<file path="config.mk">
export PLATFORM = sky130hd
export DESIGN_NAME = reversible_deque_engine
export DESIGN_NICKNAME = d
export VERILOG_FILES = /design/src/hdl/rde_pkg.sv /design/src/hdl/rde_front.sv /design/src/hdl/rde_back.sv /design/src/hdl/reversible_deque_engine.sv
export SDC_FILE = /design/constraint.sdc
export NUM_CORES = 1
export LEC_CHECK = 0
export BUFFER_PORTS_ARGS = -buffer_cell sky130_fd_sc_hd__buf_2
export CORE_MARGIN = 10
export CORE_UTILIZATION = 55
export DETAILED_ROUTE_END_ITERATION = 12
export PLACE_DENSITY_LB_ADDON = 0.12
export SYNTH_ARGS = -nofsm -noshare
export SYNTH_HDL_FRONTEND = slang
export SYNTH_HIERARCHICAL = 1
export SYNTH_SLANG_ARGS = --single-unit
</file>
<file path="constraint.sdc">
create_clock -name clock -period 4.27 [get_ports clock]
set_input_delay 0.427 -clock clock [delete_from_list [all_inputs] [get_ports clock]]
set_output_delay 0.427 -clock clock [all_outputs]
set_load 0.02 [all_outputs]
</file>
<file path="src/hdl/rde_pkg.sv">
package rde_pkg;

   localparam int DEFAULT_DEPTH        = 128;
   localparam int DEFAULT_ELEMENT_BITS = 8;

   localparam int REQ_BITS    = 3;
   localparam int STATUS_BITS = 2;

   localparam logic [REQ_BITS-1:0] REQ_CLEAR   = 3'd0;
   localparam logic [REQ_BITS-1:0] REQ_APPEND  = 3'd1;
   localparam logic [REQ_BITS-1:0] REQ_REVERSE = 3'd2;
   localparam logic [REQ_BITS-1:0] REQ_DELETE  = 3'd3;
   localparam logic [REQ_BITS-1:0] REQ_READ    = 3'd4;

   localparam logic [STATUS_BITS-1:0] STATUS_OK    = 2'd0;
   localparam logic [STATUS_BITS-1:0] STATUS_EMPTY = 2'd1;
   localparam logic [STATUS_BITS-1:0] STATUS_ERROR = 2'd2;
   localparam logic [STATUS_BITS-1:0] STATUS_FULL  = 2'd3;

   typedef enum logic [2:0] {
      OP_CLEAR,
      OP_APPEND,
      OP_REVERSE,
      OP_DELETE,
      OP_READ,
      OP_NONE
   } op_type;

   typedef struct packed {
      logic   valid;
      op_type op;
   } cmd_type;

endpackage

</file>
<file path="src/hdl/rde_front.sv">
module rde_front
   import rde_pkg::*;
#(
   parameter int ELEMENT_BITS = DEFAULT_ELEMENT_BITS
) (
   input  logic                    clock,
   input  logic                    reset,
   input  logic                    req_valid,
   output logic                    req_stall,
   input  logic [REQ_BITS-1:0]     req_type,
   input  logic [ELEMENT_BITS-1:0] req_element_in,
   output cmd_type                 cmd,
   output logic [ELEMENT_BITS-1:0] cmd_element,
   input  logic                    cmd_pop
);

   // Two-entry queue of decoded requests between the request channel and the back end.
   op_type                  op_ff      [2];
   logic [ELEMENT_BITS-1:0] element_ff [2];
   logic                    wr_ptr_ff, wr_ptr_in;
   logic                    rd_ptr_ff, rd_ptr_in;
   logic [1:0]              fill_ff, fill_in;
   logic                    push;
   op_type                  op_dec;

   always_comb begin
      case (req_type)
         REQ_CLEAR:   op_dec = OP_CLEAR;
         REQ_APPEND:  op_dec = OP_APPEND;
         REQ_REVERSE: op_dec = OP_REVERSE;
         REQ_DELETE:  op_dec = OP_DELETE;
         REQ_READ:    op_dec = OP_READ;
         default:     op_dec = OP_NONE;
      endcase
   end

   assign req_stall = (fill_ff == 2'd2);
   assign push      = req_valid && !req_stall;

   always_comb begin
      wr_ptr_in = push ? !wr_ptr_ff : wr_ptr_ff;
      rd_ptr_in = cmd_pop ? !rd_ptr_ff : rd_ptr_ff;
      fill_in   = fill_ff + {1'b0, push} - {1'b0, cmd_pop};
   end

   always_ff @(posedge clock) begin
      if (reset) begin
         wr_ptr_ff <= 1'b0;
         rd_ptr_ff <= 1'b0;
         fill_ff   <= 2'd0;
      end else begin
         wr_ptr_ff <= wr_ptr_in;
         rd_ptr_ff <= rd_ptr_in;
         fill_ff   <= fill_in;
      end
   end

   always_ff @(posedge clock) begin
      if (push) begin
         op_ff[wr_ptr_ff]      <= op_dec;
         element_ff[wr_ptr_ff] <= req_element_in;
      end
   end

   assign cmd.valid   = (fill_ff != 2'd0);
   assign cmd.op      = op_ff[rd_ptr_ff];
   assign cmd_element = element_ff[rd_ptr_ff];

endmodule

</file>
<file path="src/hdl/rde_back.sv">
module rde_back
   import rde_pkg::*;
#(
   parameter int DEPTH        = DEFAULT_DEPTH,
   parameter int ELEMENT_BITS = DEFAULT_ELEMENT_BITS
) (
   input  logic                    clock,
   input  logic                    reset,
   input  cmd_type                 cmd,
   input  logic [ELEMENT_BITS-1:0] cmd_element,
   output logic                    cmd_pop,
   output logic                    rsp_valid,
   input  logic                    rsp_stall,
   output logic [ELEMENT_BITS-1:0] rsp_element_out,
   output logic [STATUS_BITS-1:0]  rsp_status,
   output logic                    rsp_last_element
);

   localparam int IW = (DEPTH > 1) ? $clog2(DEPTH) : 1;
   localparam int CW = $clog2(DEPTH + 1);
   localparam int SW = CW + 1;

   logic [ELEMENT_BITS-1:0] store_ff [DEPTH];
   logic [ELEMENT_BITS-1:0] rd_data_ff;

   logic [IW-1:0]          head_ff, head_in;
   logic [CW-1:0]          count_ff, count_in;
   logic                   reversed_ff, reversed_in;
   logic                   error_ff, error_in;

   logic                   rsp_valid_ff;
   logic [STATUS_BITS-1:0] status_ff, status_in;
   logic                   last_ff, last_in;
   logic                   is_read_ff, is_read_in;

   logic                   issue;
   logic                   wr_en;
   logic                   rd_en;
   logic [IW-1:0]          addr;
   logic [IW-1:0]          front_addr;
   logic [IW-1:0]          tail_addr;
   logic [IW-1:0]          next_head;
   logic                   is_empty;
   logic                   is_full;

   function automatic logic [IW-1:0] slot_of(input logic [IW-1:0] base,
                                             input logic [CW-1:0] off);
      logic [SW-1:0] sum;
      sum = SW'(base) + SW'(off);
      if (sum >= SW'(DEPTH)) begin
         sum = sum - SW'(DEPTH);
      end
      return sum[IW-1:0];
   endfunction

   assign issue   = cmd.valid && (!rsp_valid_ff || !rsp_stall);
   assign cmd_pop = issue;

   assign is_empty   = (count_ff == '0);
   assign is_full    = (count_ff == CW'(DEPTH));
   assign front_addr = reversed_ff ? slot_of(head_ff, count_ff - CW'(1)) : head_ff;
   assign tail_addr  = slot_of(head_ff, count_ff);
   assign next_head  = slot_of(head_ff, CW'(1));

   always_comb begin
      head_in     = head_ff;
      count_in    = count_ff;
      reversed_in = reversed_ff;
      error_in    = error_ff;
      status_in   = STATUS_OK;
      last_in     = 1'b0;
      is_read_in  = 1'b0;
      wr_en       = 1'b0;
      rd_en       = 1'b0;
      addr        = front_addr;
      if (issue) begin
         case (cmd.op)
            OP_CLEAR: begin
               head_in     = '0;
               count_in    = '0;
               reversed_in = 1'b0;
               error_in    = 1'b0;
            end
            OP_APPEND: begin
               if (error_ff) begin
                  status_in = STATUS_ERROR;
               end else if (is_full) begin
                  status_in = STATUS_FULL;
               end else begin
                  wr_en    = 1'b1;
                  addr     = tail_addr;
                  count_in = count_ff + CW'(1);
               end
            end
            OP_REVERSE: begin
               reversed_in = !reversed_ff;
            end
            OP_DELETE: begin
               if (error_ff) begin
                  status_in = STATUS_ERROR;
               end else if (is_empty) begin
                  error_in  = 1'b1;
                  status_in = STATUS_ERROR;
               end else begin
                  count_in = count_ff - CW'(1);
                  if (!reversed_ff) begin
                     head_in = next_head;
                  end
               end
            end
            OP_READ: begin
               if (error_ff) begin
                  status_in = STATUS_ERROR;
               end else if (is_empty) begin
                  status_in = STATUS_EMPTY;
               end else begin
                  rd_en      = 1'b1;
                  is_read_in = 1'b1;
                  last_in    = (count_ff == CW'(1));
                  count_in   = count_ff - CW'(1);
                  if (!reversed_ff) begin
                     head_in = next_head;
                  end
               end
            end
            default: begin
            end
         endcase
      end
   end

   always_ff @(posedge clock) begin
      if (reset) begin
         head_ff      <= '0;
         count_ff     <= '0;
         reversed_ff  <= 1'b0;
         error_ff     <= 1'b0;
         rsp_valid_ff <= 1'b0;
      end else begin
         head_ff     <= head_in;
         count_ff    <= count_in;
         reversed_ff <= reversed_in;
         error_ff    <= error_in;
         if (issue) begin
            rsp_valid_ff <= 1'b1;
         end else if (!rsp_stall) begin
            rsp_valid_ff <= 1'b0;
         end
      end
   end

   always_ff @(posedge clock) begin
      if (issue) begin
         status_ff  <= status_in;
         last_ff    <= last_in;
         is_read_ff <= is_read_in;
      end
   end

   always_ff @(posedge clock) begin
      if (wr_en) begin
         store_ff[addr] <= cmd_element;
      end
      if (rd_en) begin
         rd_data_ff <= store_ff[addr];
      end
   end

   assign rsp_valid        = rsp_valid_ff;
   assign rsp_element_out  = is_read_ff ? rd_data_ff : '0;
   assign rsp_status       = status_ff;
   assign rsp_last_element = last_ff;

endmodule

</file>
<file path="src/hdl/reversible_deque_engine.sv">
// Deque held in a ring buffer, with a direction flag that sets which end is read.
// Request channel: req_type selects clear, append, reverse, delete or read; the
// append value comes on req_element_in. A transfer happens when req_valid is high
// and req_stall is low. Every request gives exactly one transfer on the response
// channel, in request order, with rsp_element_out, rsp_status and rsp_last_element.
// A request is registered in the two-entry queue, and the execute stage then registers
// the response and the storage read at the same edge; the response is offered from
// that register. The block takes one request per cycle for as long as the receiver
// keeps rsp_stall low; each request touches at most one storage entry.
// When the receiver stalls, the response register holds its value, the execute
// stage waits, and req_stall rises once both queue entries are occupied.
// Reset clears the list, the direction flag and the sticky delete error, and
// empties the queue and the response register; storage contents are not cleared
// and need no clearing pass, since only entries that were written are read.
module reversible_deque_engine
   import rde_pkg::*;
#(
   parameter int DEPTH        = DEFAULT_DEPTH,
   parameter int ELEMENT_BITS = DEFAULT_ELEMENT_BITS
) (
   input  logic                    clock,
   input  logic                    reset,
   input  logic                    req_valid,
   output logic                    req_stall,
   input  logic [REQ_BITS-1:0]     req_type,
   input  logic [ELEMENT_BITS-1:0] req_element_in,
   output logic                    rsp_valid,
   input  logic                    rsp_stall,
   output logic [ELEMENT_BITS-1:0] rsp_element_out,
   output logic [STATUS_BITS-1:0]  rsp_status,
   output logic                    rsp_last_element
);

   cmd_type                 cmd;
   logic [ELEMENT_BITS-1:0] cmd_element;
   logic                    cmd_pop;

   rde_front #(
      .ELEMENT_BITS (ELEMENT_BITS)
   ) u_front (
      .clock          (clock),
      .reset          (reset),
      .req_valid      (req_valid),
      .req_stall      (req_stall),
      .req_type       (req_type),
      .req_element_in (req_element_in),
      .cmd            (cmd),
      .cmd_element    (cmd_element),
      .cmd_pop        (cmd_pop)
   );

   rde_back #(
      .DEPTH        (DEPTH),
      .ELEMENT_BITS (ELEMENT_BITS)
   ) u_back (
      .clock            (clock),
      .reset            (reset),
      .cmd              (cmd),
      .cmd_element      (cmd_element),
      .cmd_pop          (cmd_pop),
      .rsp_valid        (rsp_valid),
      .rsp_stall        (rsp_stall),
      .rsp_element_out  (rsp_element_out),
      .rsp_status       (rsp_status),
      .rsp_last_element (rsp_last_element)
   );

endmodule

</file>
==> impl_metrics.json <==
{
  "finalHoldViolations": 0,
  "fin_crit_sh_pct": 97.4,
  "endpoint_kind": "flop",
  "crit_type": "flop to flop",
  "dr.pass1.iters": 6,
  "grt_pass1_vias": 24300,
  "die_w_microns": 301,
  "tightestPinTransition_ns": 0.903,
  "grt_max_degree": 129,
  "num-nets-final": 2873,
  "power_density_nw_per_um2": 622,
  "required_ns": 4.67,
  "layout_common_cells": "edfxtp_1 (1058), mux2i_1 (516), o22ai_1 (260)",
  "synthToLayoutAreaGrowth_pct": 15.2,
  "power_uw": 31200,
  "synth-seq-cells": 1081,
  "finish.instance_area_sq_um": 50100,
  "antenna_found_initial": 5,
  "cts_buffers": 107,
  "yosys.area_share.xor_xnor_pct": 0.403,
  "io-pin-count": 28,
  "clk_pin_slew_worst_paths_ns": 0.06,
  "cts-root-buf": "clkbuf_16",
  "synth_top_flop_cell": "edfxtp_1",
  "use_met3_pct": 4.29,
  "synth.distinct_cells": 62,
  "clk_latency_ns": 0.67,
  "routed_via_density": 6.14,
  "use_met2_pct": 37.1,
  "fin_hold_ws_ns": 0.0383,
  "yosys.area.top_type": "edfxtp_1",
  "placed_cells": 3763,
  "setup_violations": 0,
  "worstPathArrival_ns": 4.55,
  "muxShareOfSynthArea_pct": 12.3,
  "hp-class": "primary input to flop",
  "cp_max_fo": 81,
  "r2r_slack_ns": 0.11,
  "cts_tree": "built",
  "fin_worst_skew_ns": 0.0259,
  "final_common_cell": "edfxtp_1",
  "rows": 103,
  "clkSinkCount": 1081,
  "vias": 24400,
  "leakage_uw": 0.0156,
  "status": "completed",
  "initial_core_util_pct": 55.2,
  "dieArea_sq_um": 90700,
  "grt_pass1_wl_mm": 157,
  "drive_gt1_share_pct": 16.1,
  "drc": 0,
  "netlist_area_sq_um": 43500,
  "relSlewSlack_pct": 39.8,
  "synthAdderAreaFrac_pct": 0.610,
  "period_needed_ns": 4.16,
  "synth-edff-count": 1058,
  "die_y_microns": 301,
  "cp-start-kind": "flop",
  "synth_top_cells_by_area": "edfxtp_1 (73%), mux2i_1 (12%), o22ai_1 (3.7%), o21ai_0 (1.2%), dfxtp_1 (1.1%)",
  "core_sq_um": 78700,
  "gr-usage-all-layers_pct": 23.2,
  "synth_compound_area_share_pct": 6.88,
  "max_freq_mhz": 240,
  "netlist.area_leader.share_pct": 73.0,
  "wl_per_cell_microns": 26.8,
  "yosys.area_share.simple_pct": 3.52,
  "place_area_sq_um": 46300,
  "postRouteWirelength_mm": 106,
  "fin_tns_setup_ns": 0,
  "drt_iter0_drc": 2648,
  "dp_hpwl_mm": 63.3,
  "vdd_ir_drop_max_v": 0.000487,
  "grt_most_used_layer": "met2",
  "gp_congestion": 0.878,
  "fin_cells": 3975,
  "overflow": 0,
  "drv_cap": 0,
  "synth_nets": 2662,
  "async_reset_ff_share_pct": 0,
  "syn_inst": 2627,
  "syn_avg_cell_area_sq_um": 16.6,
  "htree_levels": 3,
  "synth_top_family_by_area": "multiplexers",
  "port_buffers": 27,
  "drv_slew": 0,
  "yosysSeqAreaShare_pct": 74.1,
  "clock_path_buffers": 3,
  "yosys_warnings": 6,
  "grt_use_met1_pct": 32.2,
  "postRouteAntennaNets": 0
}
-- critical path, stage by stage, from the launching register on --
cell      delay [ns]
dfxtp_1         0.38
buf_4           0.24
mux2_2          0.45
nor4b_4         0.18
o211ai_4        0.15
mux2i_4         0.33
buf_4           0.25
buf_12          0.43
mux2i_1         0.32
o22ai_1         0.12
o21ai_0         0.38
and4_1          0.41
o211ai_1        0.14
-- cells in the mapped netlist (8+ instances only) --
| cell | count |
|---|---|
| edfxtp_1 | 1058 |
| mux2i_1 | 517 |
| o22ai_1 | 260 |
| o21ai_0 | 101 |
| nor2_1 | 100 |
| buf_2 | 72 |
| clkbuf_1 | 69 |
| nor3_1 | 64 |
| o21ai_1 | 43 |
| nand2_1 | 32 |
| a21oi_1 | 25 |
| nand4_1 | 24 |
| dfxtp_1 | 23 |
| inv_1 | 20 |
| buf_4 | 18 |
| ha_1 | 18 |
| mux2_2 | 13 |
| o211ai_1 | 11 |
| and2_1 | 10 |
| nor3_2 | 10 |
| xnor2_1 | 10 |
| xor2_1 | 10 |
| a22oi_1 | 9 |
| and4_1 | 9 |
| buf_6 | 9 |
| or3_1 | 9 |
| a41o_1 | 8 |
-- logic make-up (layout without fill, tap and decap cells) --
group           Yosys count  in the layout
flops                  1081           1081
mux                     532            532
compound gates          490            490
simple gates            291            291
buf+inv                 193            490
fa+ha+maj                20             20
xor+xnor                 20             20
other cells               0              1
-- routing by layer --
layer	share of wire, %	up-vias
met5	0.025	-
met4	2.4	4
met3	7.7	154
met2	48	972
met1	42	12400
li1	-	10900
-- layout make-up --
cell class / instances / area, sq um
Sequential cell: 1081 / 32200
Fill cell: 5562 / 28600
Multi-Input combinational cell: 1353 / 10500
Clock buffer: 126 / 2790
Timing Repair Buffer: 274 / 2420
Tap cell: 1050 / 1310
Clock inverter: 69 / 826
Inverter: 21 / 78.8
Antenna cell: 1 / 2.50
-- worst paths after layout --
path / from / endpoint / cells past startpoint
worst max register to register: flop / u_back/rd_data_ff[4]$_DFFE_PP_ / 12
worst min-delay path: rsp_stall / u_back/rsp_valid$_SDFFE_PP0P_ / 3
worst max-delay path: flop / u_back/rd_data_ff[4]$_DFFE_PP_ / 12
worst min register to register: u_front/wr_ptr_ff$_SDFFE_PP0P_ / u_front/wr_ptr_ff$_SDFFE_PP0P_ / 2
-- registers in the layout (all words and copies together) (netlist names), named ones only --
register and cells:
u_front/fill_ff 2, u_back/head_ff 7, u_back/error_ff 1, u_back/count_ff 8
u_back/rsp_valid 1, u_back/reversed_ff 1, u_front/op_ff 6, u_front/element_ff 16
u_back/rsp_last_element 1, u_back/is_read_ff 1, u_back/rd_data_ff 8, u_front/wr_ptr_ff 1
u_back/store_ff 1024, u_back/rsp_status 2, u_front/rd_ptr_ff 1
-- where the power goes --
group | switching, uW | internal (uW)
registers | 99.4 | 12700
logic | 5640 | 3140
clock network | 3880 | 5740
-- through the flow --
stage	util (%)	setup WS, ns
after floorplan	-	0.292
after global placement	58.8	0.0405
after detailed placement	58.8	-0.0336
after CTS	63.5	0.0612
after global routing	63.6	-0.00626
final	63.7	0.111
-- what timing repair did --
action	in CTS	in global routing
setup buffers	0	6
hold endpoints to repair	18	0
hold buffers	9	0
setup endpoints to repair	1	635
gates cloned	0	1
resized for setup	2	8
pin swaps	0	3
Note: power is estimated with default switching activity, not from simulation.
